File: src/rtl/core/rcp_pkg.sv
// Package for the RIFF/WAVE chunk parser core.
// Holds chunk tags, byte kinds, error codes and shared structs; no dependencies.
`default_nettype none
package rcp_pkg;

	localparam logic [31:0] TAG_RIFF = 32'h5249_4646;
	localparam logic [31:0] TAG_WAVE = 32'h5741_5645;
	localparam logic [31:0] TAG_FMT  = 32'h666D_7420;
	localparam logic [31:0] TAG_DATA = 32'h6461_7461;

	localparam int unsigned FMT_BYTES = 16;

	typedef enum logic [2:0] {
		KIND_HEADER    = 3'd0,
		KIND_CTYPE     = 3'd1,
		KIND_FORMAT    = 3'd2,
		KIND_PAYLOAD   = 3'd3,
		KIND_SKIPPED   = 3'd4,
		KIND_PAD       = 3'd5,
		KIND_IGNORED   = 3'd6
	} kind_t;

	localparam logic [2:0] ERR_NONE      = 3'd0;
	localparam logic [2:0] ERR_NOT_WAVE  = 3'd1;
	localparam logic [2:0] ERR_OVER_FILE = 3'd2;
	localparam logic [2:0] ERR_CHILD_BIG = 3'd3;
	localparam logic [2:0] ERR_MISPLACED = 3'd4;
	localparam logic [2:0] ERR_TRUNCATED = 3'd5;

	localparam logic [15:0] FMT_PCM   = 16'd1;
	localparam logic [15:0] FMT_ALAW  = 16'd6;
	localparam logic [15:0] FMT_MULAW = 16'd7;

	typedef struct packed {
		logic [15:0] tag;
		logic [15:0] chans;
		logic [31:0] rate;
		logic [15:0] bits;
	} fmt_t;

	typedef struct packed {
		logic       step;
		logic [7:0] in_byte;
		logic       last;
		logic [31:0] limit;
	} step_t;

endpackage
`default_nettype wire

File: src/rtl/core/rcp_fmt_decode.sv
// Format field decode: decode type and codec support from the captured fmt words.
// Depends on rcp_pkg.
`default_nettype none
module rcp_fmt_decode (
	input  rcp_pkg::fmt_t fmt,
	output logic [15:0]   decode_type,
	output logic          codec_supported
);
	import rcp_pkg::*;

	always_comb begin
		if (fmt.tag == FMT_PCM) begin
			if (fmt.bits <= 16'd8) begin
				decode_type = 16'd1;
			end else if (fmt.bits <= 16'd16) begin
				decode_type = 16'd2;
			end else begin
				decode_type = 16'd0;
			end
		end else begin
			decode_type = fmt.tag;
		end
		codec_supported = ((fmt.tag == FMT_PCM) && (fmt.bits <= 16'd16)) ||
			(fmt.tag == FMT_ALAW) || (fmt.tag == FMT_MULAW);
	end

endmodule
`default_nettype wire

File: src/rtl/core/rcp_parser.sv
// Chunk parse state and per-byte next-state logic; classifies each stepped byte.
// Depends on rcp_pkg.
`default_nettype none
module rcp_parser (
	input  logic          clk,
	input  logic          arst_n,
	input  rcp_pkg::step_t st,
	output rcp_pkg::kind_t kind,
	output logic [2:0]    err_code,
	output logic          fmt_seen,
	output rcp_pkg::fmt_t fmt
);
	import rcp_pkg::*;

	logic [1:0]  nest_q;
	logic [3:0]  hcnt_q;
	logic [31:0] cont_q;
	logic [31:0] cl_q;
	logic [31:0] tag_q;
	logic [31:0] len_q;
	logic        pad_q;
	logic [2:0]  err_q;
	logic [4:0]  fidx_q;
	logic        fseen_q;
	logic [7:0]  fmt_q [FMT_BYTES];

	logic [1:0]  n_nest;
	logic [3:0]  n_hcnt;
	logic [31:0] n_cont;
	logic [31:0] n_cl;
	logic [31:0] n_tag;
	logic [31:0] n_len;
	logic        n_pad;
	logic [4:0]  n_fidx;
	logic        n_fseen;
	logic        fmt_we;
	logic        fmt_clr;
	logic [2:0]  err;

	always_comb begin
		logic        fin;
		logic [32:0] total;
		fin     = 1'b0;
		total   = '0;
		n_nest  = nest_q;
		n_hcnt  = hcnt_q;
		n_cont  = cont_q;
		n_cl    = cl_q;
		n_tag   = tag_q;
		n_len   = len_q;
		n_pad   = pad_q;
		n_fidx  = fidx_q;
		n_fseen = fseen_q;
		fmt_we  = 1'b0;
		fmt_clr = 1'b0;
		err     = ERR_NONE;
		kind    = KIND_IGNORED;
		if (err_q == ERR_NONE) begin
			if (nest_q == 2'd2) begin
				if (cl_q != 32'd0) begin
					if (tag_q == TAG_FMT) begin
						kind = KIND_FORMAT;
						if (fidx_q < 5'(FMT_BYTES)) begin
							fmt_we = 1'b1;
							n_fidx = fidx_q + 5'd1;
						end
					end else if (tag_q == TAG_DATA) begin
						kind = KIND_PAYLOAD;
					end else begin
						kind = KIND_SKIPPED;
					end
					n_cl = cl_q - 32'd1;
				end else begin
					kind  = KIND_PAD;
					n_pad = 1'b0;
				end
				fin = (n_cl == 32'd0) && !n_pad;
			end else if ((nest_q == 2'd1) && (hcnt_q == 4'd0) && (cont_q < 32'd8)) begin
				kind = KIND_SKIPPED;
				if (cont_q != 32'd0) begin
					n_cont = cont_q - 32'd1;
				end
				if (n_cont == 32'd0) begin
					n_nest = 2'd0;
				end
			end else if (hcnt_q >= 4'd8) begin
				kind   = KIND_CTYPE;
				n_tag  = {tag_q[23:0], st.in_byte};
				n_hcnt = hcnt_q + 4'd1;
				if (hcnt_q == 4'd11) begin
					n_hcnt = 4'd0;
					if (n_tag != TAG_WAVE) begin
						err = ERR_NOT_WAVE;
					end else begin
						n_cont = (len_q >= 32'd4) ? len_q - 32'd4 : 32'd0;
						n_nest = (n_cont != 32'd0) ? 2'd1 : 2'd0;
					end
				end
			end else begin
				kind = KIND_HEADER;
				if (hcnt_q == 4'd0) begin
					n_tag = {24'd0, st.in_byte};
				end else if (hcnt_q < 4'd4) begin
					n_tag = {tag_q[23:0], st.in_byte};
				end else if (hcnt_q == 4'd4) begin
					n_len = {24'd0, st.in_byte};
				end else begin
					n_len[{hcnt_q[1:0], 3'b000} +: 8] = st.in_byte;
				end
				n_hcnt = hcnt_q + 4'd1;
				if (hcnt_q == 4'd7) begin
					n_hcnt = 4'd0;
					if (n_len > st.limit) begin
						err = ERR_OVER_FILE;
					end else if (nest_q == 2'd0) begin
						if (n_tag != TAG_RIFF) begin
							err = ERR_NOT_WAVE;
						end else begin
							n_hcnt = 4'd8;
						end
					end else if (n_tag == TAG_RIFF) begin
						err = ERR_MISPLACED;
					end else begin
						n_cl   = n_len;
						n_pad  = n_len[0];
						n_nest = 2'd2;
						if (n_tag == TAG_FMT) begin
							fmt_clr = 1'b1;
							n_fidx  = 5'd0;
						end
						fin = (n_len == 32'd0);
					end
				end
			end
			if (fin) begin
				n_nest = 2'd1;
				if (n_tag == TAG_FMT) begin
					n_fseen = 1'b1;
				end
				total = {1'b0, n_len} + {32'd0, n_len[0]} + 33'd8;
				if (total > {1'b0, n_cont}) begin
					n_cont = 32'd0;
					err    = ERR_CHILD_BIG;
				end else begin
					n_cont = n_cont - total[31:0];
				end
				if (n_cont == 32'd0) begin
					n_nest = 2'd0;
				end
			end
			if ((err == ERR_NONE) && st.last && (n_hcnt != 4'd0)) begin
				err = ERR_TRUNCATED;
			end
		end
	end

	always_ff @(posedge clk or negedge arst_n) begin
		if (!arst_n) begin
			nest_q  <= 2'd0;
			hcnt_q  <= 4'd0;
			cont_q  <= 32'd0;
			cl_q    <= 32'd0;
			tag_q   <= 32'd0;
			len_q   <= 32'd0;
			pad_q   <= 1'b0;
			err_q   <= ERR_NONE;
			fidx_q  <= 5'd0;
			fseen_q <= 1'b0;
			for (int i = 0; i < FMT_BYTES; i++) begin
				fmt_q[i] <= 8'd0;
			end
		end else if (st.step) begin
			nest_q  <= n_nest;
			hcnt_q  <= n_hcnt;
			cont_q  <= n_cont;
			cl_q    <= n_cl;
			tag_q   <= n_tag;
			len_q   <= n_len;
			pad_q   <= n_pad;
			fidx_q  <= n_fidx;
			fseen_q <= n_fseen;
			if ((err_q == ERR_NONE) && (err != ERR_NONE)) begin
				err_q <= err;
			end
			if (fmt_clr) begin
				for (int i = 0; i < FMT_BYTES; i++) begin
					fmt_q[i] <= 8'd0;
				end
			end else if (fmt_we) begin
				fmt_q[fidx_q[3:0]] <= st.in_byte;
			end
		end
	end

	assign err_code  = err_q;
	assign fmt_seen  = fseen_q;
	assign fmt.tag   = {fmt_q[1], fmt_q[0]};
	assign fmt.chans = {fmt_q[3], fmt_q[2]};
	assign fmt.rate  = {fmt_q[7], fmt_q[6], fmt_q[5], fmt_q[4]};
	assign fmt.bits  = {fmt_q[15], fmt_q[14]};

endmodule
`default_nettype wire

File: src/rtl/core/riff_wave_chunk_parser_core.sv
// Top level of the RIFF/WAVE chunk parser: input register, parser, result register.
// Depends on rcp_pkg, rcp_parser and rcp_fmt_decode.
//
//  channel  | handshake            | payload
//  ---------+----------------------+---------------------------------------------
//  in       | in_valid / in_ready  | in_byte, last_byte
//  out      | out_valid/out_ready  | byte_kind, data_byte, stream_ok, error_code,
//           |                      | format fields, decode_type, codec_supported
//  cfg      | cfg_valid/cfg_ready  | cfg_data (file_size_limit)
//
// One word per cycle sustained while the output is not stalled; an accepted word
// passes through the input register to the parse logic, whose result is registered.
// Reset clears all parse state; file_size_limit resets to all ones.
// A stalled output holds the parse state; the input register still takes one word.
`default_nettype none
module riff_wave_chunk_parser_core (
	input  logic        clk,
	input  logic        arst_n,
	input  logic        in_valid,
	output logic        in_ready,
	input  logic [7:0]  in_byte,
	input  logic        last_byte,
	output logic        out_valid,
	input  logic        out_ready,
	output logic [2:0]  byte_kind,
	output logic [7:0]  data_byte,
	output logic        stream_ok,
	output logic [2:0]  error_code,
	output logic [15:0] format_tag,
	output logic [15:0] channel_count,
	output logic [31:0] sample_rate,
	output logic [15:0] sample_bits,
	output logic [15:0] decode_type,
	output logic        codec_supported,
	output logic        format_seen,
	input  logic        cfg_valid,
	output logic        cfg_ready,
	input  logic [31:0] cfg_data
);
	import rcp_pkg::*;

	logic        valid_s1;
	logic [7:0]  byte_s1;
	logic        last_s1;
	logic        out_valid_q;
	kind_t       kind_q;
	logic [7:0]  data_q;
	logic [31:0] limit_q;
	logic        advance;
	step_t       st;
	kind_t       kind;
	logic [2:0]  err_code;
	fmt_t        fmt;

	assign advance   = valid_s1 && (!out_valid_q || out_ready);
	assign in_ready  = !valid_s1 || advance;
	assign cfg_ready = 1'b1;

	always_ff @(posedge clk or negedge arst_n) begin
		if (!arst_n) begin
			valid_s1    <= 1'b0;
			out_valid_q <= 1'b0;
			limit_q     <= 32'hFFFF_FFFF;
		end else begin
			if (in_ready) begin
				valid_s1 <= in_valid;
			end
			if (advance) begin
				out_valid_q <= 1'b1;
			end else if (out_ready) begin
				out_valid_q <= 1'b0;
			end
			if (cfg_valid) begin
				limit_q <= cfg_data;
			end
		end
	end

	always_ff @(posedge clk) begin
		if (in_ready && in_valid) begin
			byte_s1 <= in_byte;
			last_s1 <= last_byte;
		end
		if (advance) begin
			kind_q <= kind;
			data_q <= (kind == KIND_PAYLOAD) ? byte_s1 : 8'd0;
		end
	end

	assign st.step    = advance;
	assign st.in_byte = byte_s1;
	assign st.last    = last_s1;
	assign st.limit   = limit_q;

	rcp_parser u_parser (
		.clk      (clk),
		.arst_n   (arst_n),
		.st       (st),
		.kind     (kind),
		.err_code (err_code),
		.fmt_seen (format_seen),
		.fmt      (fmt)
	);

	rcp_fmt_decode u_decode (
		.fmt             (fmt),
		.decode_type     (decode_type),
		.codec_supported (codec_supported)
	);

	assign out_valid     = out_valid_q;
	assign byte_kind     = kind_q;
	assign data_byte     = data_q;
	assign error_code    = err_code;
	assign stream_ok     = (err_code == ERR_NONE);
	assign format_tag    = fmt.tag;
	assign channel_count = fmt.chans;
	assign sample_rate   = fmt.rate;
	assign sample_bits   = fmt.bits;

endmodule
`default_nettype wire
File: config.mk
export PLATFORM = sky130hd
export DESIGN_NAME = riff_wave_chunk_parser_core
export DESIGN_NICKNAME = d
export VERILOG_FILES = /design/src/rtl/core/rcp_pkg.sv /design/src/rtl/core/rcp_fmt_decode.sv /design/src/rtl/core/rcp_parser.sv /design/src/rtl/core/riff_wave_chunk_parser_core.sv
export SDC_FILE = /design/constraint.sdc
export NUM_CORES = 1
export LEC_CHECK = 0
export ABC_CLOCK_PERIOD_IN_PS = 9900
export BUFFER_PORTS_ARGS = -buffer_cell sky130_fd_sc_hd__buf_4
export CAP_MARGIN = 20
export CORE_MARGIN = 4
export CORE_UTILIZATION = 29
export DETAILED_ROUTE_END_ITERATION = 12
export GPL_TIMING_DRIVEN = 0
export SYNTH_ARGS = -nofsm -noshare
export SYNTH_HDL_FRONTEND = slang
export SYNTH_HIERARCHICAL = 1
export SYNTH_SLANG_ARGS = --single-unit
File: constraint.sdc
create_clock -name clk -period 9.9 [get_ports clk]
set_clock_uncertainty 0.1 [all_clocks]
set_input_delay 0 -clock clk [delete_from_list [all_inputs] [get_ports clk]]
set_output_delay 0 -clock clk [all_outputs]
set_load 0.02 [all_outputs]
==> metrics.yaml <==
yosys:
  synth_fa_ha_area_frac: 0.0647
  syn_nets: 2743
  ys_warn_count: 6
  synth_xor_area_frac: 0.0395
  ys_seq_elements: 278
  synth.distinct_cells: 105
  synth_area_leader_cell: "dfrtp_1"
  synth_mux_area_frac: 0.0405
  netlist_area_um2: 21100
  seq_area_frac_synth: 0.337
  synth_most_common_cell: "nand2_1"
  synth_compound_area_frac: 0.219
  synthSimpleGateAreaFrac: 0.236
  synthArstFlopShare: 0.928
  synth_common_cells: "nand2_1 (301), dfrtp_1 (226), o21ai_0 (220), nor2_1 (210), a21oi_1 (181)"
  synth_cells: 2588
  synth_top_family_by_area: "simple AND/OR/NAND/NOR gates"
  postSynthAreaPerCell_um2: 8.14
  synth_top_area_share: 0.268
  synth_area_leaders: "dfrtp_1 (27%), ha_1 (6.5%), nand2_1 (5.4%), o21ai_0 (5.2%), a21oi_1 (4.3%)"
  synth_ff_type: "dfrtp_1"
  synth_edf_count: 20
final_layout:
  regArea_um2: 7100
  multi_input_area_um2: 12700
  antenna_cells: 0
  fill_cells: 7508
  layout.nets: 3019
  areaGrowthSynthToFinish_pct: 21.2
  drive_above_1_share: 0.136
  fin_cells: 3839
  design_area_um2: 25500
global_route:
  grt_pass1_vias: 20885
  grt_overflow: 0
  grt_max_degree: 115
  grtUsageTotal: 0.212
  antenna_found_initial: 0
  grt_pass1_wl_mm: 129
timing:
  setup_viol: 0
  hold_viol_final: 0
  hold_ws_ps: 75.7
  fmax_mhz: 108
  grt_setup_unrepaired: "false"
  tightest_slew_ps: 1380
  timing.final.crit_period_ps: 9230
  finalCritPeriodShare: 0.932
  tns_ps: 0
  slew_headroom: 0.0787
  finalMaxSlewViolations: 0
die:
  ios: 162
  dieHeight_um: 278
  rows: 98
  start_util: 0.294
  dieWidth_um: 278
  coreArea_um2: 71700
  die_area_um2: 77000
detailed_routing:
  ant_nets: 0
  vias_per_cell: 5.70
  remaining_drc_errors: 0
  drt_first_pass_iters: 7
  wl_mm: 85.4
  drtIter0Drc: 2620
  wl_per_cell_um: 22.2
  vias: 21881
pwr:
  p_per_area_nw_per_um2: 287
  ir_worst_vdd_uv: 173
  total_power_mw: 7.33
  p_leak_nw: 11.2
worst_setup_path:
  startpoint_type: "register"
  crit_slowest_cell: "or4_1"
  cp.required_ps: 10230
  path_buf_inv: 3
  cp_common_cell: "ha_1"
  crit_family: "simple AND/OR/NAND/NOR gates"
  crit_arrival_ps: 9560
  endpoint_kind: "register"
  cp_max_fo: 28
  slowest_delay_ps: 530
  critical_path_class: "register to register"
placed_design:
  gp_congestion: 0.986
  dpl-instance-area_um2: 23500
  placement.io_buffers: 159
  dp_hpwl_mm: 64.3
  dp.cells: 3700
clock_network:
  cts_buffers: 34
  cts.reportedPaths.clkPinSlew_ps: 60
  cts_buffer_depth: 3
  cts_tree: "yes"
  htree_levels: 2
  root_buffer: "clkbuf_16"
  cts.sinks: 278
  post_cts_buffers: 0
  clk_latency_ps: 560
hold_path:
  min_path_type: "input pin to register"
run:
  max_cap_violations: 0
outcome:
  outcome: "completed"
layout by cell type (no fill, tap or decap), drive strengths merged, types with 14 or more instances in the layout:
| cell type | instances |
|---|---|
| nand2 | 302 |
| o21ai | 235 |
| dfrtp | 226 |
| nor2 | 212 |
| buf | 204 |
| clkbuf | 186 |
| a21oi | 182 |
| inv | 145 |
| ha | 109 |
| nor3 | 81 |
| dlygate4sd3 | 79 |
| nor4 | 59 |
| nand3 | 58 |
| mux2 | 55 |
| xnor2 | 54 |
| nand4 | 50 |
| xor2 | 41 |
| a31oi | 40 |
| a22o | 33 |
| dfstp | 32 |
| a22oi | 31 |
| or4 | 28 |
| or2 | 26 |
| or3 | 25 |
| and2 | 23 |
| a21o | 21 |
| edfxtp | 20 |
| a211oi | 19 |
| o21a | 18 |
| o22ai | 18 |
| nand2b | 17 |
| a32oi | 17 |
| and3 | 17 |
| nor2b | 15 |
| nor3b | 14 |
worst register-to-register path, delay by kind of cell (launching register included):
| kind | cells | cell delay, ps |
|---|---|---|
| compound gates | 8 | 1560 |
| xor+xnor | 2 | 370 |
| fa+ha+maj | 3 | 1020 |
| buf+inv | 3 | 890 |
| flops | 1 | 490 |
| mux | 1 | 320 |
| simple gates | 13 | 4350 |
flip-flops by register name, summed over array words and instances (netlist names), 8 cells and up:
register         flops
byte_s1              8
data_byte            8
limit_q             32
u_parser/cl_q       32
u_parser/cont_q     32
u_parser/fmt        80
u_parser/len_q      32
u_parser/tag_q      32
final timing paths:
kind | startpoint | end | slack, ps | cells past startpoint
hold reg to reg | u_parser/fmt[36] | u_parser/fmt[36] | 380 | 2
hold / removal | in_byte[0] | byte_s1[0] | 80 | 2
setup / recovery | u_parser/hcnt_q[0] | u_parser/nest_q[0] | 670 | 30
setup reg to reg | u_parser/hcnt_q[0] | u_parser/nest_q[0] | 670 | 30
max in group asynchronous | arst_n | u_parser/len_q[24] | 8250 | 5
min in group asynchronous | arst_n | u_parser/fmt[1] | 490 | 4
routing by layer:
metal  share of wire  up-vias  track usage  routed length, um
li1                -     9925            -                  -
met1            0.42    10505        0.288              35500
met2            0.44     1202        0.329              37400
met3           0.098      249       0.0422               8410
met4           0.048        0       0.0873               4110
met5               0        -            0                  0
power breakdown:
group | switching, mW | internal, mW | leakage (nW) | total (mW)
Clock | 0.530 | 0.818 | 0.573 | 1.35
Combinational | 2.89 | 1.56 | 7.05 | 4.46
Sequential | 0.212 | 1.32 | 3.57 | 1.53
stage by stage:
stage	utilization	setup slack (ps)
3_5_place_dp	0.328	-566
4_1_cts	0.356	103
5_1_grt	0.356	278
6_report	0.356	674
3_3_place_gp	0.327	-624
2_1_floorplan	-	2050
area by class of cell:
cell class                      instances  area share
Timing Repair Buffer                  243      0.0819
Inverter                              142      0.0209
Buffer                                178      0.0306
Sequential cell                       278       0.278
Clock buffer                           49      0.0379
Tap cell                              950      0.0466
Clock inverter                         12     0.00838
Multi-Input combinational cell       1987       0.496
kinds of logic after synthesis:
logic type               after synthesis
flip-flops                           278
AND/OR/NAND/NOR                      981
adder cells (fa/ha/maj)              109
XOR/XNOR                              95
buffers and inverters                323
other                                  1
multiplexers                          67
AO/OA/AOI/OAI                        734
timing repair:
item	4_1_cts	5_1_grt
gates resized for setup	2	4
gates cloned	0	0
hold buffers	79	0
hold endpoints to repair	182	0
endpoints found under the setup margin	5	22
No activity file was read; power rests on OpenSTA's default activity.
